**src/rtl/four_channel_incremental_pid_motor_drive_top_assert.svh**
```systemverilog
// Assertion macros for the four-channel PID motor drive.
// Used by the top level only; expects clk_i and rst_ni in scope.
`ifndef FOUR_CHANNEL_INCREMENTAL_PID_MOTOR_DRIVE_TOP_ASSERT_SVH
`define FOUR_CHANNEL_INCREMENTAL_PID_MOTOR_DRIVE_TOP_ASSERT_SVH

// Check a consequence in the same cycle as its cause.
`define FCPID_ASSERT_SAME(lbl, pre, post, msg) \
  lbl: assert property (@(posedge clk_i) disable iff (!rst_ni) (pre) |-> (post)) \
    else $error(msg);

// Check a consequence in the cycle after its cause.
`define FCPID_ASSERT_NEXT(lbl, pre, post, msg) \
  lbl: assert property (@(posedge clk_i) disable iff (!rst_ni) (pre) |=> (post)) \
    else $error(msg);

`endif

```
**src/rtl/fcpid_pkg.sv**
```systemverilog
// Shared types, constants and helpers of the four-channel PID motor drive.
// No dependencies; used by every module of the block.
package fcpid_pkg;

  localparam int CHANNELS_DEF = 4;

  localparam int CFG_IDX_W  = 3;
  localparam int CFG_DATA_W = 25;
  localparam int DUTY_W     = 24;
  localparam int ERR_W      = 18;
  localparam int OPND_W     = 19;
  localparam int PROD_W     = 36;
  localparam int ACC_W      = 38;
  localparam int STEP_W     = 25;
  localparam int CMP_W      = 17;

  // Register indexes of the configuration port
  localparam logic [CFG_IDX_W-1:0] REG_KP         = 3'd0;
  localparam logic [CFG_IDX_W-1:0] REG_KI_DT      = 3'd1;
  localparam logic [CFG_IDX_W-1:0] REG_KD_DT      = 3'd2;
  localparam logic [CFG_IDX_W-1:0] REG_MAX_STEP   = 3'd3;
  localparam logic [CFG_IDX_W-1:0] REG_MIN_STEP   = 3'd4;
  localparam logic [CFG_IDX_W-1:0] REG_MAX_DUTY   = 3'd5;
  localparam logic [CFG_IDX_W-1:0] REG_DEAD_DUTY  = 3'd6;
  localparam logic [CFG_IDX_W-1:0] REG_TURN_SPEED = 3'd7;

  // Register reset values
  localparam logic [15:0]        KP_RST       = 16'd1024;
  localparam logic [23:0]        MAX_STEP_RST = 24'd25600;
  localparam logic signed [24:0] MIN_STEP_RST = -25'sd25600;
  localparam logic [15:0]        MAX_DUTY_RST = 16'd1000;

  // Direction codes kept per channel
  localparam logic [1:0] DIR_FWD = 2'd1;
  localparam logic [1:0] DIR_REV = 2'd2;

  // Angle end-stops for reverse motion
  localparam logic [9:0] ESTOP_CH0_HI = 10'd239;
  localparam logic [9:0] ESTOP_CH1_LO = 10'd65;
  localparam logic [9:0] ESTOP_CH2_LO = 10'd40;
  localparam logic [9:0] ESTOP_CH3_HI = 10'd270;

  // Decay by 19/20: x = duty * 19, then floor(floor(x / 4) / 5) by reciprocal
  localparam int          DEC_X_W     = 29;
  localparam int          DEC_Y_W     = 27;
  localparam int          DEC_P_W     = 55;
  localparam int          DECAY_SHIFT = 30;
  localparam logic [4:0]  DECAY_MUL   = 5'd19;
  localparam logic [27:0] DECAY_RECIP = 28'd214748365;
  localparam logic [DUTY_W-1:0] SNAP_LEVEL = 24'd12800;

  typedef struct packed {
    logic [15:0]        kp;
    logic [15:0]        ki_dt;
    logic [15:0]        kd_dt;
    logic [23:0]        max_step;
    logic signed [24:0] min_step;
    logic [15:0]        max_duty;
    logic [15:0]        dead_duty;
    logic [14:0]        turn_speed;
  } cfg_t;

  typedef struct packed {
    logic [DUTY_W-1:0]       fwd_duty;
    logic [DUTY_W-1:0]       rev_duty;
    logic signed [15:0]      acc_target;
    logic signed [ERR_W-1:0] err_last;
    logic signed [ERR_W-1:0] err_prev;
    logic [1:0]              last_dir;
  } chan_state_t;

  typedef struct packed {
    logic busy;
    logic done;
  } mac_stat_t;

  // True when a reverse target must be refused at this angle
  function automatic logic end_stop(input logic [1:0] ch, input logic [9:0] ang);
    logic hit;
    hit = 1'b0;
    case (ch)
      2'd0:    hit = (ang > ESTOP_CH0_HI);
      2'd1:    hit = (ang < ESTOP_CH1_LO);
      2'd2:    hit = (ang < ESTOP_CH2_LO);
      2'd3:    hit = (ang > ESTOP_CH3_HI);
      default: hit = 1'b0;
    endcase
    return hit;
  endfunction

endpackage

```
**src/rtl/fcpid_cfg_regs.sv**
```systemverilog
// Configuration register bank of the PID motor drive.
// Depends on fcpid_pkg for the register indexes, reset values and cfg_t.
module fcpid_cfg_regs (
  input  logic                                clk_i,
  input  logic                                rst_ni,
  input  logic                                cfg_valid_i,
  output logic                                cfg_ready_o,
  input  logic [fcpid_pkg::CFG_IDX_W-1:0]     cfg_index_i,
  input  logic [fcpid_pkg::CFG_DATA_W-1:0]    cfg_data_i,
  output fcpid_pkg::cfg_t                     cfg_o
);

  fcpid_pkg::cfg_t cfg_q;
  logic            wr_en;

  // Always ready: every write is taken when it is offered
  assign cfg_ready_o = 1'b1;
  assign wr_en       = cfg_valid_i & cfg_ready_o;

  // Hold register values, update the addressed one on a transaction
  always_ff @(posedge clk_i or negedge rst_ni) begin
    if (!rst_ni) begin
      cfg_q.kp         <= fcpid_pkg::KP_RST;
      cfg_q.ki_dt      <= '0;
      cfg_q.kd_dt      <= '0;
      cfg_q.max_step   <= fcpid_pkg::MAX_STEP_RST;
      cfg_q.min_step   <= fcpid_pkg::MIN_STEP_RST;
      cfg_q.max_duty   <= fcpid_pkg::MAX_DUTY_RST;
      cfg_q.dead_duty  <= '0;
      cfg_q.turn_speed <= '0;
    end else if (wr_en) begin
      case (cfg_index_i)
        fcpid_pkg::REG_KP:         cfg_q.kp         <= cfg_data_i[15:0];
        fcpid_pkg::REG_KI_DT:      cfg_q.ki_dt      <= cfg_data_i[15:0];
        fcpid_pkg::REG_KD_DT:      cfg_q.kd_dt      <= cfg_data_i[15:0];
        fcpid_pkg::REG_MAX_STEP:   cfg_q.max_step   <= cfg_data_i[23:0];
        fcpid_pkg::REG_MIN_STEP:   cfg_q.min_step   <= $signed(cfg_data_i[24:0]);
        fcpid_pkg::REG_MAX_DUTY:   cfg_q.max_duty   <= cfg_data_i[15:0];
        fcpid_pkg::REG_DEAD_DUTY:  cfg_q.dead_duty  <= cfg_data_i[15:0];
        fcpid_pkg::REG_TURN_SPEED: cfg_q.turn_speed <= cfg_data_i[14:0];
        default: ;
      endcase
    end
  end

  assign cfg_o = cfg_q;

endmodule

```
**config.mk**
```make
export PLATFORM = sky130hd
export DESIGN_NAME = fcpid_cfg_regs
export DESIGN_NICKNAME = d
export VERILOG_FILES = /design/src/rtl/four_channel_incremental_pid_motor_drive_top_assert.svh /design/src/rtl/fcpid_pkg.sv /design/src/rtl/fcpid_cfg_regs.sv
export SDC_FILE = /design/constraint.sdc
export NUM_CORES = 1
export LEC_CHECK = 0
export BUFFER_PORTS_ARGS = -buffer_cell sky130_fd_sc_hd__buf_4
export CORE_UTILIZATION = 40
export CTS_CLUSTER_DIAMETER = 80
export DETAILED_ROUTE_END_ITERATION = 8
export GPL_TIMING_DRIVEN = 0
export PLACE_DENSITY = 0.68
export SLEW_MARGIN = 20
export SYNTH_ARGS = -nofsm -noshare
export SYNTH_HDL_FRONTEND = slang
export SYNTH_SLANG_ARGS = --single-unit
```
**constraint.sdc**
```tcl
create_clock -name clk_i -period 2.1 [get_ports clk_i]
set_input_delay 0.21 -clock clk_i [delete_from_list [all_inputs] [get_ports clk_i]]
set_output_delay 0.21 -clock clk_i [all_outputs]
set_load 0.01 [all_outputs]
```
---- Yosys cells after proc, flatten, opt, wreduce, memory -nomap -nowiden ----
Cells that the tools add are included.
cells by class
  reductions and logical operators ........ 9
  equal/unequal tests ..................... 7
operators with widths
  cell                                                 number
  AND reduction 2 bit                                  8
  equality test 3 bit, second input constant           4
  equality test 3 x 2 -> 1 bit, second input constant  2
  equality test 3 x 1 -> 1 bit, second input constant  1
  logical NOT 3 bit                                    1
word-level totals
  register bits after elaboration ......... 144
  output and inout port bits .............. 145
  word-level logic and storage cells ...... 24

---- Depth between registers and ports, before layout ----
  depth in word-level cells ............... 2
  depth in mapped cells ................... 5

---- Least setup slack after synthesis ----
Ideal clock, no wire load.
  path type ............................... input-to-reg
  start ................................... in cfg_index_i[0] (netlist bit)
  end ..................................... reg cfg_q (netlist bit cfg_o[134])
  cell stages on the path ................. 4
  arrival time ............................ 1.301 ns
  path buffers ............................ 2
  library setup time ...................... 0.125 ns
  setup slack ............................. 0.674 ns
  data required time ...................... 1.975 ns
  cell sequence ........................... buf_6 > nor4b_4 > buf_8 > mux2_4
on the way
  word-level cells in the longest chain between the ends .. 2
ends and longest elaborated chain
  element                        RTL line              text
  start, declared                fcpid_cfg_regs.sv:8   input logic [fcpid_pkg::CFG_IDX_W-1:0] cfg_index_i,
  logical NOT 3 bit              fcpid_cfg_regs.sv:32  case (cfg_index_i)
  AND reduction 2 bit (no line)  n/a
  end, declared                  fcpid_cfg_regs.sv:13  fcpid_pkg::cfg_t cfg_q;
Every way passes these cells.
A chain may end at the register's enable or synchronous reset.

---- Worst setup path in the final report ----
  start ................................... in cfg_index_i[2] (netlist bit)
  end ..................................... reg cfg_q (netlist bit cfg_o[142])
The elaborated chain is that of the path after synthesis.

==> results.cfg <==
[min_path]
hp-class = in -> reg
min_path_cells = 2
min_from = cfg_data_i[24]
holdPathEnd = cfg_o[71]

[floorplanning]
fp.dieArea_mm2 = 0.0143
core_region_area_mm2 = 0.0134
rows = 42
die-width_um = 120
die_height_um = 120
start_util_pct = 41.4
io_pins = 176

[sta]
slew_headroom_pct = 51.6
period_share_pct = 61.7
rsz0062_at_grt = false
setup-tns-final_ns = 0
finalCriticalPeriod_ns = 1.30
hold_viol = 0
fmax_mhz = 772
slew_viol_final = 0
setup_slack_ns = 0.804
skew_ns = 0
worst_pin_slew_ns = 0.723
setup_viol = 0

[routing]
final_antenna_net_count = 0
drtIter0Drc = 97
wire_per_inst_um = 18.1
vias_per_cell = 4.88
via_count = 3389
wirelength_mm = 12.6
dr.pass1.iters = 4
remaining_drc_errors = 0

[power]
p_sw_mw = 2.33
p_int_mw = 6.90
power.density_mw_per_mm2 = 1190
clock_power_share_pct = 35.8
swShare_pct = 25.2
comb_power_share_pct = 23.1
fin_total_pwr_mw = 9.23
power_leakage_nw = 3.61
ir_drop_mv = 0.574
pwr-share-seq_pct = 41.1

[cts]
cts_root_buf = clkbuf_16
clk_path_buf_depth = 2
cts_buffers = 17
post-cts-setup-buffers = 0
hold_buffers = 1
tritoncts = built
clock_latency_ns = 0.41
post_cts_resized = 0
cts.sinks = 144
htree_levels = 4
clk_pin_slew_worst_paths_ns = 0.06

[cells_and_area]
synthToLayoutAreaGrowth_pct = 39.7
final_area_mm2 = 0.00775
drive_above_1_share_pct = 75.7
largest_reg_flops = 144
fin_util_pct = 57.9
num_antenna_cells = 0
final_nets = 537

[synthesis]
ys.warnings.count = 0
synth_cells = 315
synthesis.nets = 346
yosysSeqAreaShare_pct = 65.5
ys_types = 13
synth.avg_cell_area_um2 = 17.6
ys_ff_latch = 144
syn_area_mm2 = 0.00555

[global_route]
grt_pass1_vias = 3662
grt_usage_pct = 18.8
grt_max_degree = 74
antenna_found_initial = 0
grt_first_pass_wirelength_mm = 20.1
grt-ovfl-total = 0

[worst_setup_path]
r2r-end = cfg_o[142]
setup.worst_path.class = in -> reg
required_ns = 2.40
reg2regPathDepth = 1
cpMaxStageDelayCell = nor4b_4
crit_fanout = 10
r2r_start = cfg_o[142]
reg2reg_slack_ns = 1.31
crit_family = simple AND/OR/NAND/NOR gates
start_kind = input port
path_cells = buf_2 > nor4b_4 > buf_8 > mux2_4
slowest_delay_ns = 0.64
critPathBufInv = 2
worst_ep_arrival_time_ns = 1.59
end_kind = flop

[run_status]
status = finished, final reports clean

[placed_design]
gp_congestion = 0.687
io_buffer_count = 170
dp_hpwl_mm = 8.77
pre_cts_slack_ns = 0.342
placed_cell_area_mm2 = 0.00708

[job]
maxCapViolations = 0
-- metal layers --
metal | GRT usage (%) | routed length [um] | share of wire, %
met1 | 23.6 | 5430 | 43
met2 | 29.4 | 5960 | 47
met3 | 6.99 | 1030 | 8.2
met4 | 7.50 | 184 | 1.5
met5 | 0 | 0 | 0
-- logic make-up (layout without fill, tap and decap cells) --
logic type / Yosys count / after routing / synth area share [%]
buffers and inverters: 18 / 222 / 2.57
DFF: 144 / 144 / 65.5
muxes: 144 / 144 / 29.9
other: 1 / 1 / 0.0676
and+or+nand+nor: 8 / 8 / 2.01
-- cell type report --
type / instances / area (um2)
fill: 1087 / 5650
clock buffer: 19 / 453
tap: 176 / 220
buffer: 18 / 143
sequential: 144 / 3630
timing repair buffer: 172 / 1320
clock inverter: 13 / 210
multi-input combinational: 153 / 1770
-- cells in the final DEF, fill, tap and decap left out, types with 3 or more instances in the layout --
master / count
nor4bb_1: 3
clkinvlp_4: 5
dfstp_2: 23
dfrtp_1: 121
nand4b_2: 3
buf_6: 6
buf_4: 171
mux2_4: 10
buf_2: 9
mux2_2: 134
bufinv_16: 5
clkbuf_16: 17
-- metrics by stage --
stage	hold slack, ns	cells
6_report	0.0372	695
5_1_grt	0.0268	695
4_1_cts	0.0159	695
3_5_place_dp	0.206	662
3_3_place_gp	0.444	661
2_1_floorplan	-0.0856	315
-- worst max path at each step --
stage,cells past startpoint,to,start
after floorplan,4,cfg_o[134],cfg_index_i[0]
after global placement,1,cfg_o[93],rst_ni
after detailed placement,4,cfg_o[142],cfg_index_i[2]
after CTS,4,cfg_o[142],cfg_index_i[2]
after global routing,4,cfg_o[140],cfg_index_i[2]
final,4,cfg_o[142],cfg_index_i[2]
-- synthesized netlist by cell type --
master,count,area [um2]
buf_2,9,45.0
buf_4,2,15.0
buf_6,6,67.6
buf_8,1,15.0
conb_1,1,3.75
dfrtp_1,121,3030
dfstp_2,23,604
mux2_2,134,1510
mux2_4,10,150
nand4_2,1,12.5
nand4b_2,3,45.0
nor4b_4,1,23.8
nor4bb_1,3,30.0
-- power groups by stage --
stage / clock, mW / combinational [mW] / sequential, mW
5_1_grt: 3.50 / 2.28 / 3.88
3_3_place_gp: 0 / 2.12 / 3.80
3_5_place_dp: 0 / 2.16 / 3.84
6_report: 3.30 / 2.13 / 3.80
4_1_cts: 3.37 / 2.17 / 3.81
2_1_floorplan: 0 / 0.624 / 4.09
No activity file was read; power rests on OpenSTA's default activity.
