--- config.mk ---
export PLATFORM = sky130hd
export DESIGN_NAME = fcpid_state_mem
export DESIGN_NICKNAME = d
export VERILOG_FILES = /design/src/rtl/four_channel_incremental_pid_motor_drive_top_assert.svh /design/src/rtl/fcpid_pkg.sv /design/src/rtl/fcpid_state_mem.sv
export SDC_FILE = /design/constraint.sdc
export NUM_CORES = 1
export LEC_CHECK = 0
export BUFFER_PORTS_ARGS = -buffer_cell sky130_fd_sc_hd__buf_4
export CORE_AREA = 2 2 277 279
export DETAILED_ROUTE_END_ITERATION = 8
export DIE_AREA = 0 0 279 281
export SETUP_SLACK_MARGIN = 0.3
export SYNTH_ARGS = -nofsm -noshare
export SYNTH_HDL_FRONTEND = slang
export SYNTH_SLANG_ARGS = --single-unit
export TNS_END_PERCENT = 20
--- constraint.sdc ---
create_clock -name clk_i -period 2.4 [get_ports clk_i]
set_clock_uncertainty 0.2 [all_clocks]
set_input_delay 0.48 -clock clk_i [delete_from_list [all_inputs] [get_ports clk_i]]
set_output_delay 0.48 -clock clk_i [all_outputs]
set_load 0.1 [all_outputs]
--- src/rtl/four_channel_incremental_pid_motor_drive_top_assert.svh ---
// Assertion macros for the four-channel PID motor drive.
// Used by the top level only; expects clk_i and rst_ni in scope.
`ifndef FOUR_CHANNEL_INCREMENTAL_PID_MOTOR_DRIVE_TOP_ASSERT_SVH
`define FOUR_CHANNEL_INCREMENTAL_PID_MOTOR_DRIVE_TOP_ASSERT_SVH

// Check a consequence in the same cycle as its cause.
`define FCPID_ASSERT_SAME(lbl, pre, post, msg) \
  lbl: assert property (@(posedge clk_i) disable iff (!rst_ni) (pre) |-> (post)) \
    else $error(msg);

// Check a consequence in the cycle after its cause.
`define FCPID_ASSERT_NEXT(lbl, pre, post, msg) \
  lbl: assert property (@(posedge clk_i) disable iff (!rst_ni) (pre) |=> (post)) \
    else $error(msg);

`endif

--- src/rtl/fcpid_pkg.sv ---
// Shared types, constants and helpers of the four-channel PID motor drive.
// No dependencies; used by every module of the block.
package fcpid_pkg;

  localparam int CHANNELS_DEF = 4;

  localparam int CFG_IDX_W  = 3;
  localparam int CFG_DATA_W = 25;
  localparam int DUTY_W     = 24;
  localparam int ERR_W      = 18;
  localparam int OPND_W     = 19;
  localparam int PROD_W     = 36;
  localparam int ACC_W      = 38;
  localparam int STEP_W     = 25;
  localparam int CMP_W      = 17;

  // Register indexes of the configuration port
  localparam logic [CFG_IDX_W-1:0] REG_KP         = 3'd0;
  localparam logic [CFG_IDX_W-1:0] REG_KI_DT      = 3'd1;
  localparam logic [CFG_IDX_W-1:0] REG_KD_DT      = 3'd2;
  localparam logic [CFG_IDX_W-1:0] REG_MAX_STEP   = 3'd3;
  localparam logic [CFG_IDX_W-1:0] REG_MIN_STEP   = 3'd4;
  localparam logic [CFG_IDX_W-1:0] REG_MAX_DUTY   = 3'd5;
  localparam logic [CFG_IDX_W-1:0] REG_DEAD_DUTY  = 3'd6;
  localparam logic [CFG_IDX_W-1:0] REG_TURN_SPEED = 3'd7;

  // Register reset values
  localparam logic [15:0]        KP_RST       = 16'd1024;
  localparam logic [23:0]        MAX_STEP_RST = 24'd25600;
  localparam logic signed [24:0] MIN_STEP_RST = -25'sd25600;
  localparam logic [15:0]        MAX_DUTY_RST = 16'd1000;

  // Direction codes kept per channel
  localparam logic [1:0] DIR_FWD = 2'd1;
  localparam logic [1:0] DIR_REV = 2'd2;

  // Angle end-stops for reverse motion
  localparam logic [9:0] ESTOP_CH0_HI = 10'd239;
  localparam logic [9:0] ESTOP_CH1_LO = 10'd65;
  localparam logic [9:0] ESTOP_CH2_LO = 10'd40;
  localparam logic [9:0] ESTOP_CH3_HI = 10'd270;

  // Decay by 19/20: x = duty * 19, then floor(floor(x / 4) / 5) by reciprocal
  localparam int          DEC_X_W     = 29;
  localparam int          DEC_Y_W     = 27;
  localparam int          DEC_P_W     = 55;
  localparam int          DECAY_SHIFT = 30;
  localparam logic [4:0]  DECAY_MUL   = 5'd19;
  localparam logic [27:0] DECAY_RECIP = 28'd214748365;
  localparam logic [DUTY_W-1:0] SNAP_LEVEL = 24'd12800;

  typedef struct packed {
    logic [15:0]        kp;
    logic [15:0]        ki_dt;
    logic [15:0]        kd_dt;
    logic [23:0]        max_step;
    logic signed [24:0] min_step;
    logic [15:0]        max_duty;
    logic [15:0]        dead_duty;
    logic [14:0]        turn_speed;
  } cfg_t;

  typedef struct packed {
    logic [DUTY_W-1:0]       fwd_duty;
    logic [DUTY_W-1:0]       rev_duty;
    logic signed [15:0]      acc_target;
    logic signed [ERR_W-1:0] err_last;
    logic signed [ERR_W-1:0] err_prev;
    logic [1:0]              last_dir;
  } chan_state_t;

  typedef struct packed {
    logic busy;
    logic done;
  } mac_stat_t;

  // True when a reverse target must be refused at this angle
  function automatic logic end_stop(input logic [1:0] ch, input logic [9:0] ang);
    logic hit;
    hit = 1'b0;
    case (ch)
      2'd0:    hit = (ang > ESTOP_CH0_HI);
      2'd1:    hit = (ang < ESTOP_CH1_LO);
      2'd2:    hit = (ang < ESTOP_CH2_LO);
      2'd3:    hit = (ang > ESTOP_CH3_HI);
      default: hit = 1'b0;
    endcase
    return hit;
  endfunction

endpackage

--- src/rtl/fcpid_state_mem.sv ---
// Per-channel state memory: one synchronous read port, one write port.
// Depends on fcpid_pkg for chan_state_t; entries never written read as zero.
module fcpid_state_mem #(
  parameter int CHANNELS = fcpid_pkg::CHANNELS_DEF,
  parameter int AW       = 2
) (
  input  logic                   clk_i,
  input  logic                   rst_ni,
  input  logic                   rd_en_i,
  input  logic [AW-1:0]          rd_addr_i,
  output fcpid_pkg::chan_state_t rd_data_o,
  input  logic                   wr_en_i,
  input  logic [AW-1:0]          wr_addr_i,
  input  fcpid_pkg::chan_state_t wr_data_i
);

  fcpid_pkg::chan_state_t mem_q [CHANNELS];
  fcpid_pkg::chan_state_t rd_q;
  logic [CHANNELS-1:0]    valid_q;
  logic                   rd_vld_q;

  // Storage array and registered read data
  always_ff @(posedge clk_i) begin
    if (wr_en_i) begin
      mem_q[wr_addr_i] <= wr_data_i;
    end
    if (rd_en_i) begin
      rd_q <= mem_q[rd_addr_i];
    end
  end

  // Track written entries so that reset state reads as zero
  always_ff @(posedge clk_i or negedge rst_ni) begin
    if (!rst_ni) begin
      valid_q  <= '0;
      rd_vld_q <= 1'b0;
    end else begin
      if (wr_en_i) begin
        valid_q[wr_addr_i] <= 1'b1;
      end
      if (rd_en_i) begin
        rd_vld_q <= valid_q[rd_addr_i];
      end
    end
  end

  assign rd_data_o = rd_vld_q ? rd_q : '0;

endmodule

## Yosys cells after proc, flatten, opt, wreduce, memory -nomap -nowiden

Memory sizes are Yosys's and may differ from the RTL's. A register that Yosys moved wholly into a read port is not among the register bits.
Cells that the tools add are included.

- Register bits after elaboration: 5
- Memory bits (writable): 408
- Bits of input ports: 110
- Output and inout bits: 102
- Word-level logic and storage cells: 15
- Memories kept: 1

Memories:

| name | words | width | read ports | clocked after Yosys merged registers in | write ports | RTL line | source |
|---|---|---|---|---|---|---|---|
| mem_q | 4 | 102 | 1 | 1 | 1 | fcpid_state_mem.sv:17 | `fcpid_pkg::chan_state_t mem_q [CHANNELS];` |

- Order comparisons: 3
- Multiplexer cells: 7
- Bitwise gates (word level): 1
- Reductions and logical operators: 1

Operator list:

| operator | number |
|---|---|
| $mux W102 | 1 |
| $lt A2 B3 Y1 const B | 2 |
| $mux W1 | 4 |
| $or A4 B4 Y4 | 1 |
| $bmux W1 S2 | 1 |
| $demux W1 S2 | 1 |
| $ge A2 B1 Y1 const B | 1 |
| $logic_and A1 B1 Y1 | 1 |

## Longest topological paths before layout

Gate-level depths: netlist (run 1).

- Depth in word-level cells: 5
- Mapped depth: 5
- Mapped depth without buffers: 3

## Worst setup path before layout (run 1)

OpenSTA, ideal clock, no wires.

- Kind: input to register
- Start: input wr_addr_i[0]
- End: register valid_q[0]
- Library setup time: 0.112 ns
- Arrival: 8.676 ns
- Required time: 2.088 ns
- Path slack: -6.588 ns
- Stages on the path: 2
- Buffers on the path: 0
- Path through: nor3b_1 > or2_2

- Longest elaborated chain between the ends: 5
- Elaborated cells on any way between the ends: 6
- Classes of those cells: order compare: 2; mux: 2; bitwise: 1; reduce/logical: 1

Ends and longest elaborated chain:

| element | RTL line | source |
|---|---|---|
| from (decl) | fcpid_state_mem.sv:13 | `input logic [AW-1:0] wr_addr_i,` |
| $lt A2 B3 Y1 (not written as such) or $ge A2 B1 Y1 (tied branches) | fcpid_state_mem.sv:39 | `valid_q[wr_addr_i] <= 1'b1;` |
| $logic_and A1 B1 Y1 (not written as such) | fcpid_state_mem.sv:39 |  |
| $mux W1 (not written as such) | fcpid_state_mem.sv:39 |  |
| $demux W1 S2 (*) | fcpid_state_mem.sv:39 |  |
| $or A4 B4 Y4 (no source line) (*) | -- |  |
| to (signal assigned) | fcpid_state_mem.sv:35 | `valid_q <= '0;` |
| to (signal, indexed assignment) | fcpid_state_mem.sv:39 |  |
| to (decl) | fcpid_state_mem.sv:19 | `logic [CHANNELS-1:0] valid_q;` |

Every way passes the cells marked *; elsewhere a longest branch is shown, timed or not.
A chain may end at the register's enable or synchronous reset.

==> reports/results.ini, run 1 <==
[worst_setup_path]
cp_max_fo = 22
reg2reg_depth = 1
worstSetupStartpointType = flop
worstSetupEndpointType = primary output
cp_common_cell = buf_12
path_class = flop to primary output
cp_top_family = flip-flops
crit_chain = buf_12 > buf_16 > and2_4 > buf_12
reg2reg_from = mem_q[3][76]
arrival_ns = 1.78
reg2reg_setup_slack_ns = 1.06
critical_path_buf_inv_count = 3
critPathSlowestCell = dfrtp_4
required_ns = 1.72
cp_slowest_stage_delay_ns = 0.51
worstReg2RegEnd = rd_q[76]

[floorplanning]
initial_utilization = 0.248
io_pins = 212
die_w_um = 279
core-area_mm2 = 0.0754
fp-row-count = 101
die_y_um = 281
die_area_mm2 = 0.0784

[timing]
fin_crit_ns = 2.46
setup_viol = 87
setup-tns-final_ns = -3.25
slew_headroom = 0.646
layout_worst_path_cycle_share = 1.02
tightest_slew_ns = 0.530
fin_ws_ns = -0.0579
hold_ws_ns = 0.101
slew_viol_final = 0
finalHoldViolCount = 0
rsz0062_at_grt = true
clock.fmax_mhz = 407

[cells_and_area]
multi_input_area_mm2 = 0.00327
fillerInstances = 6866
final_nets = 1263
final_layout_size_suffix_gt1_frac = 0.454
area.growth.synth_to_final_pct = 41.0
seqCellArea_mm2 = 0.0154

[place]
place.gp.congestion = 0.689
pre_cts_slack_ns = 0.359
dp_hpwl_um = 24100
io_buffers = 211

[drt]
avgRoutedWirePerCell_um = 19.4
via_per_inst = 4.08
drcViolationCount = 0
ant_nets = 0
drt_iter0_markers = 563
dr.pass1.iters = 4
route.vias.total = 8875
routed_wl_um = 42200

[yosys]
synthTopCellsByCount = edfxtp_1 (510), and2_1 (102), mux4_2 (102)
synth_cell_types = 20
yosys.area.top_type_share = 0.819
async_flop_share = 0.00971
syn-cell-area_mm2 = 0.0187
netlist_top_cells_area = edfxtp_1 (82%), mux4_2 (12%), and2_1 (3.4%), dfrtp_1 (0.67%), buf_8 (0.56%)
synth-edff-count = 510
yosysWarnings = 0
synth_top_flop_cell = edfxtp_1
yosysMostFrequentCell = edfxtp_1
yosysSeqAreaShare = 0.825
synth_area_per_cell_um2 = 24.3
synth_area_leader_cell = edfxtp_1
syn_inst = 769
synth-seq-cells = 515
syn_nets = 879

[global_routing]
grt_use_total = 0.105
grt_pass1_vias = 9798
grt_pass1_wl_um = 61500
grt_overflow = 0
grt_max_degree = 51
antenna_found_initial = 4

[outcome]
violations = setup timing
outcome = finished, violations left

[clock_network]
clk_pin_slew_worst_paths_ns = 0.06
htreeDepth = 2
cts_tree = yes
root_buffer = clkbuf_16
clk_latency_ns = 0.60
cts_buffers = 55
clock_path_buffers = 3
cts_sinks = 515

[power]
p_leak_uw = 0.00903
power.total_uw = 23000
ir_worst_vdd_mv = 0.631
power_density_mw_per_mm2 = 871

[hold_path]
min_path_type = input port to flop
hold_depth = 1
hold_start = rd_en_i
hold_end = rd_q[87]

[run]
drv_cap = 0

[metal layers]
metal,track usage,part of all wire
met1,0.129,0.41
met2,0.185,0.52
met3,0.0241,0.051
met4,0.0301,0.021
met5,0,0.00066
[through the flow]
stage	std cells	instance area, um2	utilization
3_3_place_gp	1961	21900	0.290
5_1_grt	2175	26400	0.350
2_1_floorplan	769	18700	-
6_report	2176	26400	0.350
3_5_place_dp	1961	21900	0.290
4_1_cts	2172	25800	0.342
[power breakdown]
| part | internal, uW | total [uW] | switching [uW] |
|---|---|---|---|
| clock network | 5120 | 8690 | 3570 |
| registers | 10400 | 10600 | 129 |
| logic | 1510 | 3720 | 2210 |
[cell usage in the layout, fill, tap and decap left out, types with 3 or more instances in the layout]
master	Yosys	layout
buf_12	0	116
buf_4	1	122
clkbuf_16	0	57
clkbuf_1	16	5
clkinv_2	0	12
or2_2	4	4
clkinv_1	0	7
dlygate4sd3_1	0	105
dfrtp_1	5	4
buf_6	1	11
clkinv_4	0	3
edfxtp_1	510	510
buf_8	7	3
bufinv_16	0	8
mux4_2	102	102
and2_1	102	17
clkinvlp_4	0	4
inv_6	0	3
and2_4	0	84
[how the worst max path moves through the flow]
stage / from / endpoint / cells past startpoint
6_report: rd_vld_q / rd_data_o[46] / 4
5_1_grt: rd_vld_q / rd_data_o[46] / 4
4_1_cts: rd_vld_q / rd_data_o[63] / 4
3_5_place_dp: rd_addr_i[0] / rd_q[85] / 4
3_3_place_gp: rd_addr_i[0] / rd_q[85] / 4
2_1_floorplan: wr_en_i / mem_q[0][0] / 1
[flip-flops by register name, indices dropped and copies added, names as in the netlist]
register / count
rd_vld_q: 1
mem_q: 408
rd_q: 102
valid_q: 4
[kinds of logic (layout without fill, tap and decap cells)]
kind of cell / after synthesis / after routing / synth area share
and+or+nand+nor: 113 / 113 / 0.0375
other: 0 / 1 / 0
muxes: 104 / 104 / 0.124
AOI/OAI and AO/OA: 1 / 1 / 0.000468
DFF: 515 / 515 / 0.825
buffers and inverters: 36 / 464 / 0.0127
[what timing repair did]
action	in CTS	in global routing
hold endpoints to repair	413	0
buffers inserted	4	0
gates cloned	1	3
pin swaps	0	1
hold buffers	105	0
resized for setup	233	142
setup endpoints to repair	102	102
[final cells by class]
type | instances | area share
Tap cell | 978 | 0.0464
Inverter | 1 | 0.000142
Antenna cell | 1 | 0.0000949
Timing Repair Buffer | 362 | 0.173
Multi-Input combinational cell | 218 | 0.124
Clock buffer | 60 | 0.0529
Sequential cell | 515 | 0.586
Clock inverter | 41 | 0.0179
No activity file was read; power rests on OpenSTA's default activity.
==> run 2: changes to the inputs <==
--- a/config.mk
+++ b/config.mk
@@ -5,10 +5,11 @@
 export SDC_FILE = /design/constraint.sdc
 export NUM_CORES = 1
 export LEC_CHECK = 0
+export ABC_AREA = 1
 export BUFFER_PORTS_ARGS = -buffer_cell sky130_fd_sc_hd__buf_4
-export CORE_AREA = 2 2 277 279
+export CORE_AREA = 2 2 281 283
 export DETAILED_ROUTE_END_ITERATION = 8
-export DIE_AREA = 0 0 279 281
+export DIE_AREA = 0 0 283 285
 export SETUP_SLACK_MARGIN = 0.3
 export SYNTH_ARGS = -nofsm -noshare
 export SYNTH_HDL_FRONTEND = slang
==> run 2 against run 1 <==
Against the previous run: the run still ends with setup timing left; die area up 2.9%; routed wire length up 17%; via count up 34%; sequential share of layout area down 0.81 points; cell count up 28%; hold slack worse by 0.030 ns; largest cell class unchanged; highest routed layer unchanged.
==> reports/results.ini, run 2 <==
[cells_and_area]
area.growth.synth_to_final_pct = 39.3
largest_reg_flops = 408  ; unchanged
top_register = mem_q
final_layout_size_suffix_gt1_frac = 0.285  ; -0.168
fillerInstances = 7396  ; +7.7%
final_nets = 1787  ; +41%
final_common_cell = edfxtp_1
top_regs = mem_q: 408 flops, rd_q: 102 flops, valid_q: 4 flops
design_area_mm2 = 0.0267  ; +1.4%
layout.cells.most_common_list = edfxtp_1 (510), nor2_1 (204), o21ai_0 (168), buf_12 (125), buf_4 (119)

[floorplanning]
die_y_um = 285  ; +1.4%
core-area_mm2 = 0.0780  ; +3.3%
die_area_mm2 = 0.0807  ; +2.9%
io_pins = 212  ; unchanged
initial_utilization = 0.246  ; -0.00172
fp-row-count = 103  ; +2.0%
die_w_um = 283  ; +1.4%

[clock_network]
htreeDepth = 2  ; unchanged
root_buffer = clkbuf_16
cts_buffers = 57  ; +3.6%
cts_tree = yes
clock_path_buffers = 3  ; unchanged
cts_sinks = 515  ; unchanged
clk_pin_slew_worst_paths_ns = 0.06  ; about the same
clk_latency_ns = 0.63  ; +0.03 ns

[drt]
route.vias.total = 11900  ; +34%
via_per_inst = 4.29  ; +5.3%
drt_iter0_markers = 827  ; +47%
avgRoutedWirePerCell_um = 17.8  ; -8.5%
ant_nets = 0  ; unchanged
routed_wl_um = 49300  ; +17%
dr.pass1.iters = 4  ; unchanged
drcViolationCount = 0  ; unchanged

[global_routing]
grt_use_total = 0.117  ; +0.0122
grt_pass1_wl_um = 73300  ; +19%
grt_pass1_vias = 12500  ; +28%
antenna_found_initial = 5  ; +1
grt_overflow = 0  ; unchanged
grt_max_degree = 63  ; +24%

[yosys]
syn_inst = 1336  ; +74%
yosysSeqAreaShare = 0.804  ; -0.0211
syn-cell-area_mm2 = 0.0192  ; +2.6%
yosysMostFrequentCell = edfxtp_1
synthTopCellsByCount = edfxtp_1 (510), nor2_1 (208), o21ai_0 (168)
async_flop_share = 0.00971  ; unchanged
syn_nets = 1446  ; +65%
synth-seq-cells = 515  ; unchanged
yosysWarnings = 0  ; unchanged
yosys.area.top_type_share = 0.798  ; -0.0210
synth_area_leader_cell = edfxtp_1
synth_cell_types = 15  ; -25%
netlist_top_cells_area = edfxtp_1 (80%), o21ai_0 (4.4%), nor2_1 (4.1%), o22ai_1 (3.3%), nand2_1 (2.2%)
synth_top_flop_cell = edfxtp_1
synth-edff-count = 510  ; unchanged
synth_area_per_cell_um2 = 14.4  ; -41%

[outcome]
violations = setup timing
outcome = finished, violations left

[place]
io_buffers = 211  ; unchanged
place.gp.congestion = 0.701  ; +1.6%
pre_cts_slack_ns = 0.406  ; +0.0473 ns
dpl_cell_area_mm2 = 0.0223  ; +1.7%
dp_hpwl_um = 26000  ; +7.7%

[timing]
slew_viol_final = 0  ; unchanged
clock.fmax_mhz = 408  ; +0.22%
fin_ws_ns = -0.0526  ; +0.00530 ns
setup_viol = 64  ; -26%
slew_headroom = 0.684  ; +0.0381
rsz0062_at_grt = true
finalHoldViolCount = 0  ; unchanged
setup-tns-final_ns = -1.98  ; +1.27 ns
fin_crit_ns = 2.45  ; -0.00530 ns
layout_worst_path_cycle_share = 1.02  ; -0.00221
tightest_slew_ns = 0.473  ; -0.0572 ns

[worst_setup_path]
worstSetupStartpointType = flop
reg2reg_depth = 3  ; +2
path_class = flop to primary output
required_ns = 1.72  ; about the same
arrival_ns = 1.77  ; about the same
cp_max_fo = 13  ; -41%
worstSetupEndpointType = primary output

[hold_path]
min_path_type = input port to flop
hold_depth = 3  ; +2

[run]
drv_cap = 0  ; unchanged

[power]
power_density_mw_per_mm2 = 841  ; -3.4%
p_leak_uw = 0.00962  ; +6.5%
ir_worst_vdd_mv = 0.520  ; -18%

run 2: cell types whose count changed after synthesis, sizes merged, moves of 102 or more:
cell | before | now
and2 | 102 | 0
inv | 1 | 111
mux4 | 102 | 0
nand2 | 2 | 112
nor2 | 1 | 208
o21ai | 0 | 208
o22ai | 0 | 102
run 2: final cells by class:
cell class,instances,area [um2],share of cell area
tap,1050,1310,0.0491
antenna,4,10.0,0.000374
timing repair buffer,360,4620,0.173
clock buffer,64,1450,0.0543
clock inverter,43,422,0.0158
sequential,515,15400,0.577
multi-input combinational,632,3050,0.114
inverter,111,443,0.0166
run 2: cells by family after synthesis:
kind of cell,Yosys count,share of synthesized area
flip-flops,515,0.804
AND/OR/NAND/NOR,322,0.0631
AO/OA/AOI/OAI,310,0.0875
buffers and inverters,189,0.0452
run 2: final timing paths:
path	start	to	slack [ns]
min in group asynchronous	rst_ni	valid_q[3]	0.60
hold / removal	wr_addr_i[0]	valid_q[3]	0.07
hold reg to reg	valid_q[0]	valid_q[0]	0.26
setup reg to reg	valid_q[1]	valid_q[1]	0.99
max in group asynchronous	rst_ni	rd_vld_q	1.17
setup / recovery	rd_vld_q	rd_data_o[77]	-0.05
run 2: routing by layer:
| metal | part of all wire | track usage | vias up |
|---|---|---|---|
| li1 | - | - | 5514 |
| met1 | 0.43 | 0.148 | 6002 |
| met2 | 0.49 | 0.202 | 330 |
| met3 | 0.053 | 0.0249 | 84 |
| met4 | 0.023 | 0.0355 | 4 |
| met5 | 0.00049 | 0 | - |
run 2: what timing repair did:
item,in CTS,in global routing
buffers inserted,2,4
cloned,0,3
endpoints found under the setup margin,102,102
hold buffers,107,0
gates resized for setup,393,55
endpoints found under the hold margin,416,0
run 2: critical path, stage by stage, from the launching register on:
cell       delay, ns
dfrtp_4         0.53
buf_6           0.16
clkbuf_16       0.17
nand2_1         0.08
inv_2           0.05
buf_12          0.15
run 2: report_power, final:
| part | internal [uW] | switching [uW] | total (uW) |
|---|---|---|---|
| registers | 10400 | 144 | 10600 |
| clock network | 4950 | 3700 | 8650 |
| logic | 1140 | 2120 | 3260 |
run 2: stage by stage:
step	hold slack, ns	power (uW)	util	cells
global placement	0.0854	13300	0.286	2552
detailed placement	0.0881	13300	0.286	2552
finish	0.0707	22500	0.343	2779
floorplan	-0.0156	12400	-	1336
global route	0.0344	23300	0.343	2778
CTS	0.0166	22700	0.340	2768
