**src/rtl/four_channel_incremental_pid_motor_drive_top_assert.svh**
```systemverilog
// Assertion macros for the four-channel PID motor drive.
// Used by the top level only; expects clk_i and rst_ni in scope.
`ifndef FOUR_CHANNEL_INCREMENTAL_PID_MOTOR_DRIVE_TOP_ASSERT_SVH
`define FOUR_CHANNEL_INCREMENTAL_PID_MOTOR_DRIVE_TOP_ASSERT_SVH

// Check a consequence in the same cycle as its cause.
`define FCPID_ASSERT_SAME(lbl, pre, post, msg) \
  lbl: assert property (@(posedge clk_i) disable iff (!rst_ni) (pre) |-> (post)) \
    else $error(msg);

// Check a consequence in the cycle after its cause.
`define FCPID_ASSERT_NEXT(lbl, pre, post, msg) \
  lbl: assert property (@(posedge clk_i) disable iff (!rst_ni) (pre) |=> (post)) \
    else $error(msg);

`endif

```
**src/rtl/fcpid_pkg.sv**
```systemverilog
// Shared types, constants and helpers of the four-channel PID motor drive.
// No dependencies; used by every module of the block.
package fcpid_pkg;

  localparam int CHANNELS_DEF = 4;

  localparam int CFG_IDX_W  = 3;
  localparam int CFG_DATA_W = 25;
  localparam int DUTY_W     = 24;
  localparam int ERR_W      = 18;
  localparam int OPND_W     = 19;
  localparam int PROD_W     = 36;
  localparam int ACC_W      = 38;
  localparam int STEP_W     = 25;
  localparam int CMP_W      = 17;

  // Register indexes of the configuration port
  localparam logic [CFG_IDX_W-1:0] REG_KP         = 3'd0;
  localparam logic [CFG_IDX_W-1:0] REG_KI_DT      = 3'd1;
  localparam logic [CFG_IDX_W-1:0] REG_KD_DT      = 3'd2;
  localparam logic [CFG_IDX_W-1:0] REG_MAX_STEP   = 3'd3;
  localparam logic [CFG_IDX_W-1:0] REG_MIN_STEP   = 3'd4;
  localparam logic [CFG_IDX_W-1:0] REG_MAX_DUTY   = 3'd5;
  localparam logic [CFG_IDX_W-1:0] REG_DEAD_DUTY  = 3'd6;
  localparam logic [CFG_IDX_W-1:0] REG_TURN_SPEED = 3'd7;

  // Register reset values
  localparam logic [15:0]        KP_RST       = 16'd1024;
  localparam logic [23:0]        MAX_STEP_RST = 24'd25600;
  localparam logic signed [24:0] MIN_STEP_RST = -25'sd25600;
  localparam logic [15:0]        MAX_DUTY_RST = 16'd1000;

  // Direction codes kept per channel
  localparam logic [1:0] DIR_FWD = 2'd1;
  localparam logic [1:0] DIR_REV = 2'd2;

  // Angle end-stops for reverse motion
  localparam logic [9:0] ESTOP_CH0_HI = 10'd239;
  localparam logic [9:0] ESTOP_CH1_LO = 10'd65;
  localparam logic [9:0] ESTOP_CH2_LO = 10'd40;
  localparam logic [9:0] ESTOP_CH3_HI = 10'd270;

  // Decay by 19/20: x = duty * 19, then floor(floor(x / 4) / 5) by reciprocal
  localparam int          DEC_X_W     = 29;
  localparam int          DEC_Y_W     = 27;
  localparam int          DEC_P_W     = 55;
  localparam int          DECAY_SHIFT = 30;
  localparam logic [4:0]  DECAY_MUL   = 5'd19;
  localparam logic [27:0] DECAY_RECIP = 28'd214748365;
  localparam logic [DUTY_W-1:0] SNAP_LEVEL = 24'd12800;

  typedef struct packed {
    logic [15:0]        kp;
    logic [15:0]        ki_dt;
    logic [15:0]        kd_dt;
    logic [23:0]        max_step;
    logic signed [24:0] min_step;
    logic [15:0]        max_duty;
    logic [15:0]        dead_duty;
    logic [14:0]        turn_speed;
  } cfg_t;

  typedef struct packed {
    logic [DUTY_W-1:0]       fwd_duty;
    logic [DUTY_W-1:0]       rev_duty;
    logic signed [15:0]      acc_target;
    logic signed [ERR_W-1:0] err_last;
    logic signed [ERR_W-1:0] err_prev;
    logic [1:0]              last_dir;
  } chan_state_t;

  typedef struct packed {
    logic busy;
    logic done;
  } mac_stat_t;

  // True when a reverse target must be refused at this angle
  function automatic logic end_stop(input logic [1:0] ch, input logic [9:0] ang);
    logic hit;
    hit = 1'b0;
    case (ch)
      2'd0:    hit = (ang > ESTOP_CH0_HI);
      2'd1:    hit = (ang < ESTOP_CH1_LO);
      2'd2:    hit = (ang < ESTOP_CH2_LO);
      2'd3:    hit = (ang > ESTOP_CH3_HI);
      default: hit = 1'b0;
    endcase
    return hit;
  endfunction

endpackage

```
**src/rtl/fcpid_pid_mac.sv**
```systemverilog
// Shared multiply-accumulate unit forming the incremental PID sum.
// Depends on fcpid_pkg; one 17x19 product per cycle over four steps.
module fcpid_pid_mac (
  input  logic                                 clk_i,
  input  logic                                 rst_ni,
  input  logic                                 start_i,
  input  logic [15:0]                          kp_i,
  input  logic [15:0]                          ki_i,
  input  logic [15:0]                          kd_i,
  input  logic signed [fcpid_pkg::OPND_W-1:0]  e0_i,
  input  logic signed [fcpid_pkg::OPND_W-1:0]  d1_i,
  input  logic signed [fcpid_pkg::OPND_W-1:0]  d2_i,
  output logic signed [fcpid_pkg::ACC_W-1:0]   acc_o,
  output fcpid_pkg::mac_stat_t                 stat_o
);

  localparam logic [1:0] LAST_STEP = 2'd3;
  localparam int         AccW      = fcpid_pkg::ACC_W;

  logic [1:0]                            cnt_q;
  logic                                  busy_q;
  logic [15:0]                           gain_sel;
  logic signed [fcpid_pkg::OPND_W-1:0]   opnd_sel;
  logic signed [fcpid_pkg::PROD_W-1:0]   mul_p;
  logic signed [fcpid_pkg::PROD_W-1:0]   prod_q;
  logic signed [fcpid_pkg::ACC_W-1:0]    acc_q;

  // Pick the gain and error term of the current step
  always_comb begin
    case (cnt_q)
      2'd0: begin
        gain_sel = kp_i;
        opnd_sel = d1_i;
      end
      2'd1: begin
        gain_sel = ki_i;
        opnd_sel = e0_i;
      end
      default: begin
        gain_sel = kd_i;
        opnd_sel = d2_i;
      end
    endcase
  end

  assign mul_p = $signed({1'b0, gain_sel}) * opnd_sel;

  // Step counter
  always_ff @(posedge clk_i or negedge rst_ni) begin
    if (!rst_ni) begin
      busy_q <= 1'b0;
      cnt_q  <= '0;
    end else if (start_i) begin
      busy_q <= 1'b1;
      cnt_q  <= '0;
    end else if (busy_q) begin
      cnt_q <= cnt_q + 2'd1;
      if (cnt_q == LAST_STEP) begin
        busy_q <= 1'b0;
      end
    end
  end

  // Register each product, add it in the following step
  always_ff @(posedge clk_i) begin
    if (start_i) begin
      acc_q <= '0;
    end else if (busy_q) begin
      prod_q <= mul_p;
      if (cnt_q != 2'd0) begin
        acc_q <= acc_q + AccW'(prod_q);
      end
    end
  end

  assign acc_o       = acc_q;
  assign stat_o.busy = busy_q;
  assign stat_o.done = busy_q && (cnt_q == LAST_STEP);

endmodule
```
**config.mk**
```make
export PLATFORM = sky130hd
export DESIGN_NAME = fcpid_pid_mac
export DESIGN_NICKNAME = d
export VERILOG_FILES = /design/src/rtl/four_channel_incremental_pid_motor_drive_top_assert.svh /design/src/rtl/fcpid_pkg.sv /design/src/rtl/fcpid_pid_mac.sv
export SDC_FILE = /design/constraint.sdc
export NUM_CORES = 1
export LEC_CHECK = 0
export BUFFER_PORTS_ARGS = -buffer_cell sky130_fd_sc_hd__buf_4
export CAP_MARGIN = 30
export CORE_AREA = 5 5 210 212
export DETAILED_ROUTE_END_ITERATION = 8
export DIE_AREA = 0 0 215 217
export PLACE_DENSITY = 0.62
export SETUP_SLACK_MARGIN = 0.05
export SYNTH_ARGS = -nofsm -noshare
export SYNTH_HDL_FRONTEND = slang
export SYNTH_SLANG_ARGS = --single-unit
```
**constraint.sdc**
```tcl
create_clock -name clk_i -period 16.25 [get_ports clk_i]
set_input_delay 1.625 -clock clk_i [delete_from_list [all_inputs] [get_ports clk_i]]
set_output_delay 1.625 -clock clk_i [all_outputs]
set_load 0.01 [all_outputs]
```
## After elaboration in Yosys (flattened, before gate mapping)

Index checks and enable logic that the tools add are counted.

- Bits in registers: 77
- Logic and storage cells: 23

- $add $sub $neg: 2
- Multipliers: 1
- Eq/ne operators: 2
- Muxes and demuxes: 7
- Bitwise logic cells: 1
- Reduce and logical (&&, ||, !) cells: 6

Operator list:

| cell | count |
|---|---|
| 38-bit by 36-bit adder with 38-bit output | 1 |
| 19-bit case mux with 2 select lines | 1 |
| 17-bit by 19-bit multiplier with 36-bit output | 1 |
| 16-bit case mux with 2 select lines | 1 |
| 2-bit 2-to-1 mux | 2 |
| 2-bit AND reduction | 2 |
| 2-bit nonzero test | 2 |
| 1-bit 2-to-1 mux | 3 |
| 2-bit by 1-bit adder with 2-bit output (second input constant) | 1 |
| 2-bit by 1-bit == test with 1-bit output (second input constant) | 1 |
| 2-bit == test (second input constant) | 1 |
| 2-bit zero test | 1 |
| 1-bit logical AND | 1 |
| 1-bit inverter | 1 |

## Logic depth before layout (Yosys ltp)

Gate-level depths: netlist of the first run.

- Depth in word-level cells: 4
- Mapped depth: 30

## Least setup slack after synthesis of the first run

No wires, ideal clock.

- Kind: input to register
- Start point: in kp_i[5]
- End point: reg prod_q[34] (netlist bit), data pin
- Setup time: 262 ps
- Arrival time: 7663 ps
- Setup slack: 8325 ps
- Stages: 24
- Buffers on the path: 2
- Path through: a22o_1 -> a21oi_1 -> clkbuf_1 -> nor2_1 -> fa_1 -> inv_1 -> fa_1 -> fa_1 -> inv_1 -> fa_1 -> fa_1 -> inv_1 -> fa_1 -> inv_1 -> ha_1 -> clkbuf_2 -> nand4_1 -> nor4_1 -> o311ai_0 -> a41oi_1 -> a2111oi_1 -> o21bai_1 -> o21ai_1 -> xor2_1

- Word-level cells in the longest chain between the ends: 2

RTL lines:

| element | line | source |
|---|---|---|
| start: declaration | fcpid_pid_mac.sv:7 | `input logic [15:0] kp_i,` |
| 16-bit case mux with 2 select lines | fcpid_pid_mac.sv:30 | `case (cnt_q)` |
| 17-bit by 19-bit multiplier with 36-bit output | fcpid_pid_mac.sv:46 | `assign mul_p = $signed({1'b0, gain_sel}) * opnd_sel;` |
| via mul_p (one bit) | fcpid_pid_mac.sv:24 | `logic signed [fcpid_pkg::PROD_W-1:0] mul_p;` |
| end signal: assignment | fcpid_pid_mac.sv:69 | `prod_q <= mul_p;` |
| end: declaration | fcpid_pid_mac.sv:25 | `logic signed [fcpid_pkg::PROD_W-1:0] prod_q;` |

The timed path passes the listed nets, and every way through them passes these cells.
A chain may end at the register's enable or synchronous reset.

## Final worst setup path of the first run

- Start point: in d1_i[5] (netlist bit)
- End point: reg prod_q[34] (netlist bit), data pin

- Word-level cells in the longest chain between the ends: 2

RTL lines:

| element | line | source |
|---|---|---|
| start: declaration | fcpid_pid_mac.sv:11 | `input logic signed [fcpid_pkg::OPND_W-1:0] d1_i,` |
| 19-bit case mux with 2 select lines | fcpid_pid_mac.sv:30 |  |
| 17-bit by 19-bit multiplier with 36-bit output | fcpid_pid_mac.sv:46 |  |
| via mul_p (one bit) | fcpid_pid_mac.sv:24 |  |

The timed path passes the listed nets, and every way through them passes these cells.

==> results of run 1 <==
==> kinds of logic (layout without fill, tap and decap cells) <==
kind of cell	Yosys count	in the layout	share of synthesized area [%]
XOR/XNOR	52	52	2.74
AO/OA/AOI/OAI	327	327	13.2
flip-flops	77	77	11.5
multiplexers	5	5	0.309
adder cells (fa/ha/maj)	439	439	47.0
buffers and inverters	451	556	10.2
AND/OR/NAND/NOR	570	570	15.0
==> layout make-up <==
cell class	instances	area share, %
multi-input cells	1393	70.1
clock inverters	6	0.377
flip-flops and latches	77	10.3
clock buffers	10	1.29
repair buffers	161	6.58
well taps	539	3.63
inverters	379	7.66
==> synth_stat cells, drive strengths merged, types with 7 or more instances <==
cell type / instances
dfxtp: 38
fa: 308
nand2: 259
a21o: 48
clkbuf: 66
edfxtp: 36
a22o: 30
o21ai: 38
ha: 131
nor2: 169
a211oi: 12
xnor2: 39
a21oi: 111
o21bai: 12
or3: 7
nand4: 11
nor2b: 8
nand3: 37
nand2b: 14
a31oi: 10
and2: 12
inv: 379
xor2: 13
o211ai: 12
nor3: 16
==> sequential cells by signal, summed over array words and instances, names as in the netlist <==
signal,count
prod_q,36
cnt_q,2
busy_q,1
acc_o,38
==> layer usage <==
metal / vias up / wire [um]
met5: - / 0
met2: 389 / 23000
li1: 6327 / -
met3: 60 / 2660
met4: 0 / 780
met1: 6802 / 19600
==> placed cells by master, fill, tap and decap left out, types with 16 or more instances in the layout <==
cell | Yosys | final
a21o_1 | 48 | 48
o21ai_0 | 36 | 36
ha_1 | 131 | 130
buf_4 | 1 | 160
nand2_1 | 259 | 259
fa_1 | 308 | 308
edfxtp_1 | 36 | 36
nor2_1 | 169 | 166
inv_1 | 379 | 379
dfxtp_1 | 38 | 38
nor3_1 | 16 | 16
xnor2_1 | 39 | 39
a22o_1 | 30 | 30
nand3_1 | 36 | 36
a21oi_1 | 108 | 108
==> stage by stage <==
stage | hold slack (ns) | worst slack (ns) | instances | utilization (%) | area, sq um
2_1_floorplan | 0.492 | 8.33 | 1921 | - | 16600
3_3_place_gp | 0.468 | 7.62 | 2546 | 43.6 | 18200
3_5_place_dp | 0.471 | 7.60 | 2547 | 43.6 | 18200
4_1_cts | 0.481 | 7.94 | 2563 | 44.4 | 18500
5_1_grt | 0.508 | 7.40 | 2565 | 44.4 | 18600
6_report | 0.482 | 7.93 | 2565 | 44.4 | 18600
==> critical path: stages <==
cell	delay [ns]
buf_4	0.11
a22o_1	0.21
a21oi_1	0.67
nor2_1	0.19
fa_1	0.57
inv_1	0.05
fa_1	0.53
inv_1	0.05
fa_1	0.45
fa_1	0.41
fa_1	0.57
inv_1	0.07
fa_1	0.47
inv_1	0.04
ha_1	0.41
nand4_1	0.25
nor4_1	0.34
o311ai_0	0.23
a41oi_1	0.49
a2111oi_1	0.18
o21bai_1	0.22
o21ai_1	0.19
xor2_1	0.09
==> worst max path at each step <==
stage,to,slack [ns],cells after the start
after global routing,prod_q[34],7.40,26
final,prod_q[34],7.93,23
after CTS,prod_q[34],7.94,23
after detailed placement,prod_q[34],7.60,23
after global placement,prod_q[34],7.62,23
after floorplan,prod_q[34],8.33,24
==> results.yml, run 1 <==
floorplan:
  rows: 75
  die_x_um: 215
  die_h_um: 217
  dieArea_sq_um: 46700
  ioPinCount: 148
  start_util_pct: 39.8
  core_sq_um: 41800
drt:
  routed_wirelength_um: 46000
  post_drt_wl_per_cell_um: 17.9
  firstDrtPassIters: 5
  routed_via_density: 5.29
  ant_nets: 0
  drc: 0
  vias: 13600
  drt_iter0_drc: 780
global_routing:
  gr-usage-met3_pct: 2.43
  grt_pass1_vias: 14100
  grtUsageTotal_pct: 19.4
  use_met2_pct: 33.9
  grt-ovfl-total: 0
  use_met1_pct: 26.2
  grt_pass1_wl_um: 73900
  busiest_layer: "met2"
  grt_max_degree: 61
  antenna_found_initial: 0
layout:
  nNetsFinal: 2568
  areaGrowthSynthToFinish_pct: 11.7
  antenna_cells: 0
  fill_cells: 4123
  multi_input_area_sq_um: 13000
  regArea_sq_um: 1920
  drive_gt1_share_pct: 9.77
timing:
  fmax_ghz: 0.120
  slew_viol_final: 0
  period_share_pct: 51.2
  rsz0062_at_grt: "false"
  relSlewSlack_pct: 26.2
  fin_crit_ns: 8.32
  setup-violations-final: 0
  hold_viol: 0
  skew_ns: 0.00978
  worst_pin_slew_ns: 1.11
  fin_tns_setup_ns: 0
worst_setup_path:
  critPathKind: "input port to flip-flop"
  crit_path_start_kind: "input port"
  ff2ff_path_depth: 25
  critPathCaptureType: "flip-flop"
  r2r-start: "cnt_q[0]"
  crit_start: "d1_i[5]"
  cp_data_required_time_ns: 16.34
  r2r_setup_slack_ns: 7.94
  cp_max_fo: 7
  cp.arrival_ns: 8.41
  worstReg2RegEnd: "prod_q[34]"
clock_tree:
  clk-insertion-delay-late_ns: 0.34
  postCtsSetupBuffers: 0
  postCtsResizedCells: 0
  cts_tree: "done"
  htreeDepth: 3
  clock_path_buffers: 2
  cts_root_buffer: "clkbuf_16"
  cts_buffers: 9
  postCtsHoldBufs: 0
  clkSinkCount: 77
  clk_pin_slew_ns: 0.06
worst_hold_path:
  hold_path_class: "flip-flop to flip-flop"
  hold_start: "acc_o[4]"
  min_delay_path_depth: 2
  hold_path_end: "acc_o[4]"
synthesis:
  avgSynthCellArea_sq_um: 8.65
  synth_warnings: 0
  yosysTopAreaCell: "fa_1"
  yosysSeqAreaShare_pct: 11.5
  synthArstFlopShare_pct: 3.90
  synth_nets: 2468
  ys.flop_type: "dfxtp_1"
  yosys.area.top_type_share_pct: 37.1
  synth_cells: 1921
  yosysUniqueCellTypes: 74
  synth_area_leaders: "fa_1 (37%), ha_1 (9.9%), inv_1 (8.6%)"
  synth_area_sq_um: 16600
  ys_seq_elements: 77
  synth_edf_count: 36
job:
  maxCapViolations: 0
placed_design:
  place_congestion: 0.884
  dp_hpwl_um: 39100
  numPortBuffers: 147
status:
  status: "completed"
Power of run 1 is left out: the tool's default activity adds up to more than one toggle a clock period on the data nets, which glitch-free logic cannot reach.
==> run 2, diff against run 1 <==
ABC_AREA = 1   (was default)
CORE_AREA = 5 5 218 220   (was 5 5 210 212)
DIE_AREA = 0 0 223 225   (was 0 0 215 217)
PLACE_DENSITY = 0.64   (was 0.62)
clock period = 7.5 ns   (was 16.25 ns; I/O delays follow)
==> results.yml, run 2 <==
status:
  status: "completed"
synthesis:
  synth_area_sq_um: 17900
  yosysUniqueCellTypes: 44
  synth_most_common_cell: "nand2_1"
  synth_nets: 2981
  synth_warnings: 0
  ys_seq_elements: 77
  yosysSeqAreaShare_pct: 10.7
  yosysTopAreaCell: "fa_1"
  synth_cells: 2434
  synth_edf_count: 36
  ys.flop_type: "dfxtp_1"
  synth_area_leaders: "fa_1 (35%), nand2_1 (14%), inv_1 (13%)"
  synthArstFlopShare_pct: 3.90
  synthTopCellsByCount: "nand2_1 (680), inv_1 (624), fa_1 (308)"
  yosys.area.top_type_share_pct: 34.5
  avgSynthCellArea_sq_um: 7.34
worst_setup_path:
  ff2ff_path_depth: 25
  r2r-start: "cnt_q[0]"
  r2r_setup_slack_ns: 0.40
  endpoint: "prod_q[26]"
  crit_start: "cnt_q[0]"
  worstReg2RegEnd: "prod_q[26]"
  cp_data_required_time_ns: 7.68
  cp_max_fo: 18
  critPathKind: "flip-flop to flip-flop"
  cp.arrival_ns: 7.28
  critPathCaptureType: "flip-flop"
  crit_path_start_kind: "flip-flop"
drt:
  firstDrtPassIters: 5
  post_drt_wl_per_cell_um: 15.2
  routed_wirelength_um: 48600
  vias: 15300
  routed_via_density: 4.80
  drt_iter0_drc: 946
  ant_nets: 0
  drc: 0
timing:
  fmax_ghz: 0.141
  skew_ns: 0.0159
  rsz0062_at_grt: "false"
  fin_crit_ns: 7.10
  slew_viol_final: 0
  period_share_pct: 94.7
  fin_tns_setup_ns: 0
  setup-violations-final: 0
  worst_pin_slew_ns: 0.896
  hold_viol: 0
  relSlewSlack_pct: 40.1
floorplan:
  rows: 78
  ioPinCount: 148
  die_x_um: 223
  start_util_pct: 39.6
  die_h_um: 225
  dieArea_sq_um: 50200
  core_sq_um: 45100
global_routing:
  grt_pass1_wl_um: 81200
  grtUsageTotal_pct: 19.7
  grt_pass1_vias: 16100
  antenna_found_initial: 0
  grt-ovfl-total: 0
  grt_max_degree: 62
clock_tree:
  clkSinkCount: 77
  cts_root_buffer: "clkbuf_16"
  htreeDepth: 3
  cts_tree: "done"
  clk-insertion-delay-late_ns: 0.37
  clk_pin_slew_ns: 0.07
  clock_path_buffers: 2
  cts_buffers: 9
  postCtsSetupBuffers: 0
layout:
  areaGrowthSynthToFinish_pct: 12.7
  nNetsFinal: 3130
  drive_gt1_share_pct: 9.66
  largest_reg_flops: 38
  final_cell_mix: "nand2_1 (680), inv_1 (623), fa_1 (308)"
  final_common_cell: "nand2_1"
  antenna_cells: 0
placed_design:
  dp_hpwl_um: 42400
  place_congestion: 0.916
  numPortBuffers: 147
worst_hold_path:
  hold_path_class: "input port to async pin"
job:
  maxCapViolations: 0
==> run 2: changes by cell type in the layout (fill, tap and decap cells not counted), sizes merged, moves of 14 or more <==
| cell | delta |
|---|---|
| o21ai | +28 |
| nor2 | +19 |
| a21oi | -31 |
| a21o | -40 |
| xnor2 | -22 |
| nand2b | -14 |
| inv | +248 |
| nand2 | +431 |
| nand3 | +49 |
| a22o | -30 |
| xor2 | +19 |
| buf | +34 |
==> run 2: critical path, cell delays in order, from the launching register on <==
cell	delay, ns
dfrtp_1	0.42
ha_1	0.33
nor2_2	0.56
nand2_1	0.10
nand3_1	0.20
buf_4	0.31
nand2_1	0.11
fa_1	0.52
fa_1	0.51
fa_1	0.52
inv_1	0.06
fa_1	0.52
fa_1	0.50
inv_1	0.05
fa_1	0.47
inv_1	0.04
ha_1	0.36
nand2_1	0.15
o21ai_0	0.38
a21oi_1	0.09
o21ai_2	0.14
nand2_1	0.08
nand2_1	0.10
nand2_1	0.06
nand2_1	0.09
xor2_1	0.22
==> run 2: kinds of logic after synthesis <==
| kind of cell | synth area share (%) |
|---|---|
| AOI/OAI and AO/OA | 6.10 |
| xor gates and xnor gates | 2.40 |
| adders and majority gates | 43.7 |
| buffers and inverters | 14.8 |
| DFF | 10.7 |
| and+or+nand+nor | 22.3 |
==> run 2: layer usage <==
metal	GRT usage (%)	vias up	routed length, um
li1	-	7472	-
met1	26.4	7403	22000
met2	35.2	357	23700
met3	1.84	57	2060
met4	3.95	0	789
met5	0	-	0
==> run 2: timing repair <==
action,CTS,global route
gates resized for setup,0,4
hold buffers,0,0
endpoints found under the setup margin,0,11
==> run 2: cell type report <==
| class | instances | area [sq um] |
|---|---|---|
| Clock buffer | 9 | 225 |
| Clock inverter | 7 | 80.1 |
| Fill cell | 4620 | 24900 |
| Inverter | 627 | 2360 |
| Multi-Input combinational cell | 1673 | 13300 |
| Sequential cell | 77 | 1920 |
| Tap cell | 600 | 751 |
| Timing Repair Buffer | 195 | 1480 |
==> run 2: worst min-delay path by stage <==
stage,from,slack [ns],endpoint
after floorplan,rst_ni,0.45,busy_q
after global placement,acc_o[37],0.51,acc_o[37]
after detailed placement,acc_o[37],0.50,acc_o[37]
after CTS,rst_ni,0.16,busy_q
after global routing,rst_ni,0.17,busy_q
final,rst_ni,0.17,busy_q
==> run 2: through the flow <==
step,instances,utilization [%],instance area [sq um],setup WS [ns],hold WS (ns)
after detailed placement,3171,43.9,19800,0.372,0.499
after CTS,3187,44.6,20100,0.343,0.161
final,3188,44.7,20100,0.399,0.172
after floorplan,2434,-,17900,1.10,0.454
after global placement,3170,43.9,19800,0.449,0.506
after global routing,3188,44.7,20100,0.0571,0.170
Power of run 2 is left out for the same reason.
==> run 3, diff against run 2 <==
BUFFER_PORTS_ARGS = default   (was -buffer_cell sky130_fd_sc_hd__buf_4)
CORE_AREA = 2 2 215 217   (was 5 5 218 220)
DIE_AREA = 0 0 217 219   (was 0 0 223 225)
DONT_BUFFER_PORTS = 1   (was default)
PLACE_DENSITY = 0.61   (was 0.64)
==> results.yml, run 3 (synthesis gave the netlist of run 2 again) <==
placed_design:
  numPortBuffers: 0
  place_ws_ns: 0.131
  place_congestion: 0.927
  dp_hpwl_um: 41700
global_routing:
  grtUsageTotal_pct: 21.2
  grt_max_degree: 62
  grt_pass1_wl_um: 80100
  grt_pass1_vias: 15700
  grt-ovfl-total: 0
  antenna_found_initial: 0
timing:
  fin_ws_ns: 0.442
  whs_ns: 0.0768
  fin_crit_ns: 7.06
  fmax_ghz: 0.142
  hold_viol: 0
  setup-violations-final: 0
  worst_pin_slew_ns: 0.901
  skew_ns: 0.0161
  rsz0062_at_grt: "false"
  relSlewSlack_pct: 39.8
  fin_tns_setup_ns: 0
  period_share_pct: 94.1
  slew_viol_final: 0
worst_hold_path:
  hold_path_class: "input port to async pin"
worst_setup_path:
  cp_max_fo: 36
  max_stage_delay_ns: 0.68
  r2r_setup_slack_ns: 0.44
  cp_data_required_time_ns: 7.59
  r2r-start: "cnt_q[0]"
  critPathKind: "flip-flop to flip-flop"
  ff2ff_path_depth: 24
  critPathMostFrequentCell: "fa_1"
  worstPathCellList: "inv_1 -> ha_1 -> buf_6 -> nand2_1 -> nand3_1 -> buf_4 -> nand2_1 -> fa_1 -> fa_1 -> inv_1 -> fa_1 -> fa_1 -> fa_1 -> inv_1 -> fa_1 -> inv_1 -> ha_1 -> nand2_1 -> nor2_1 -> inv_1 -> nor2_1 -> nand4_1 -> nand2_1 -> xor2_1"
  crit_path_start_kind: "flip-flop"
  worstReg2RegEnd: "prod_q[33]"
  critPathCaptureType: "flip-flop"
  slowest_stage: "fa_1"
  cp.arrival_ns: 7.15
  crit_family: "adder cells"
  critPathBufInv: 7
layout:
  nNetsFinal: 2977
  areaGrowthSynthToFinish_pct: 6.71
  final_cell_mix: "nand2_1 (679), inv_1 (624), fa_1 (308)"
  largest_reg_flops: 38
  fill_cells: 4696
  final_common_cell: "nand2_1"
  drive_gt1_share_pct: 4.35
  antenna_cells: 0
drt:
  firstDrtPassIters: 5
  ant_nets: 0
  drc: 0
  routed_via_density: 4.90
  post_drt_wl_per_cell_um: 15.9
  routed_wirelength_um: 48300
  drt_iter0_drc: 869
  vias: 14900
clock_tree:
  clk_pin_slew_ns: 0.07
  postCtsHoldBufs: 0
  cts_root_buffer: "clkbuf_16"
  cts_tree: "done"
  cts_buffers: 9
  htreeDepth: 3
  clk-insertion-delay-late_ns: 0.36
  clock_path_buffers: 2
  clkSinkCount: 77
floorplan:
  die_h_um: 219
  ioPinCount: 148
  core_sq_um: 45100
  die_x_um: 217
  dieArea_sq_um: 47500
  rows: 78
  start_util_pct: 39.6
job:
  maxCapViolations: 0
status:
  status: "completed"
-- run 3: changes by cell type in the layout (fill, tap and decap cells not counted), sizes merged --
cell / previous run / this run
clkinvlp: 3 / 0
buf: 195 / 42
clkinv: 1 / 3
bufinv: 1 / 2
-- run 3: metrics by stage --
step                cells  instance area (sq um)  util, %
finish               3035                  19100     42.3
global route         3035                  19100     42.3
CTS                  3032                  19000     42.1
detailed placement   3016                  18700     41.4
global placement     3015                  18600     41.3
floorplan            2434                  17900        -
-- run 3: final cells by class --
type,instances,area (sq um),share of cell area [%]
Sequential cell,77,1920,10.1
Timing Repair Buffer,42,348,1.82
Tap cell,600,751,3.94
Inverter,627,2350,12.3
Clock buffer,9,225,1.18
Clock inverter,7,96.3,0.505
Multi-Input combinational cell,1673,13400,70.2
-- run 3: worst max path at each step --
stage             start         end  slack [ns]  depth (start not counted)
6_report       cnt_q[0]  prod_q[33]        0.44                         24
5_1_grt        cnt_q[0]  prod_q[26]        0.06                         29
4_1_cts        cnt_q[0]  prod_q[26]        0.08                         28
3_5_place_dp   cnt_q[0]  prod_q[26]        0.13                         28
3_3_place_gp   cnt_q[0]  prod_q[26]        0.23                         28
2_1_floorplan  cnt_q[0]  prod_q[31]        1.10                         27
-- run 3: layer usage --
| metal | up-vias | global-route usage [%] | part of all wire, % |
|---|---|---|---|
| li1 | 7172 | - | - |
| met1 | 7266 | 27.8 | 45 |
| met2 | 385 | 37.4 | 48 |
| met3 | 63 | 2.26 | 4.7 |
| met4 | 0 | 5.30 | 2.1 |
| met5 | - | 0 | 0 |
-- run 3: repair_timing --
item | in CTS | in global routing
gates resized for setup | 0 | 14
endpoints found under the setup margin | 0 | 15
endpoints found under the hold margin | 0 | 0
setup buffers | 0 | 2
Power of run 3 is left out for the same reason.
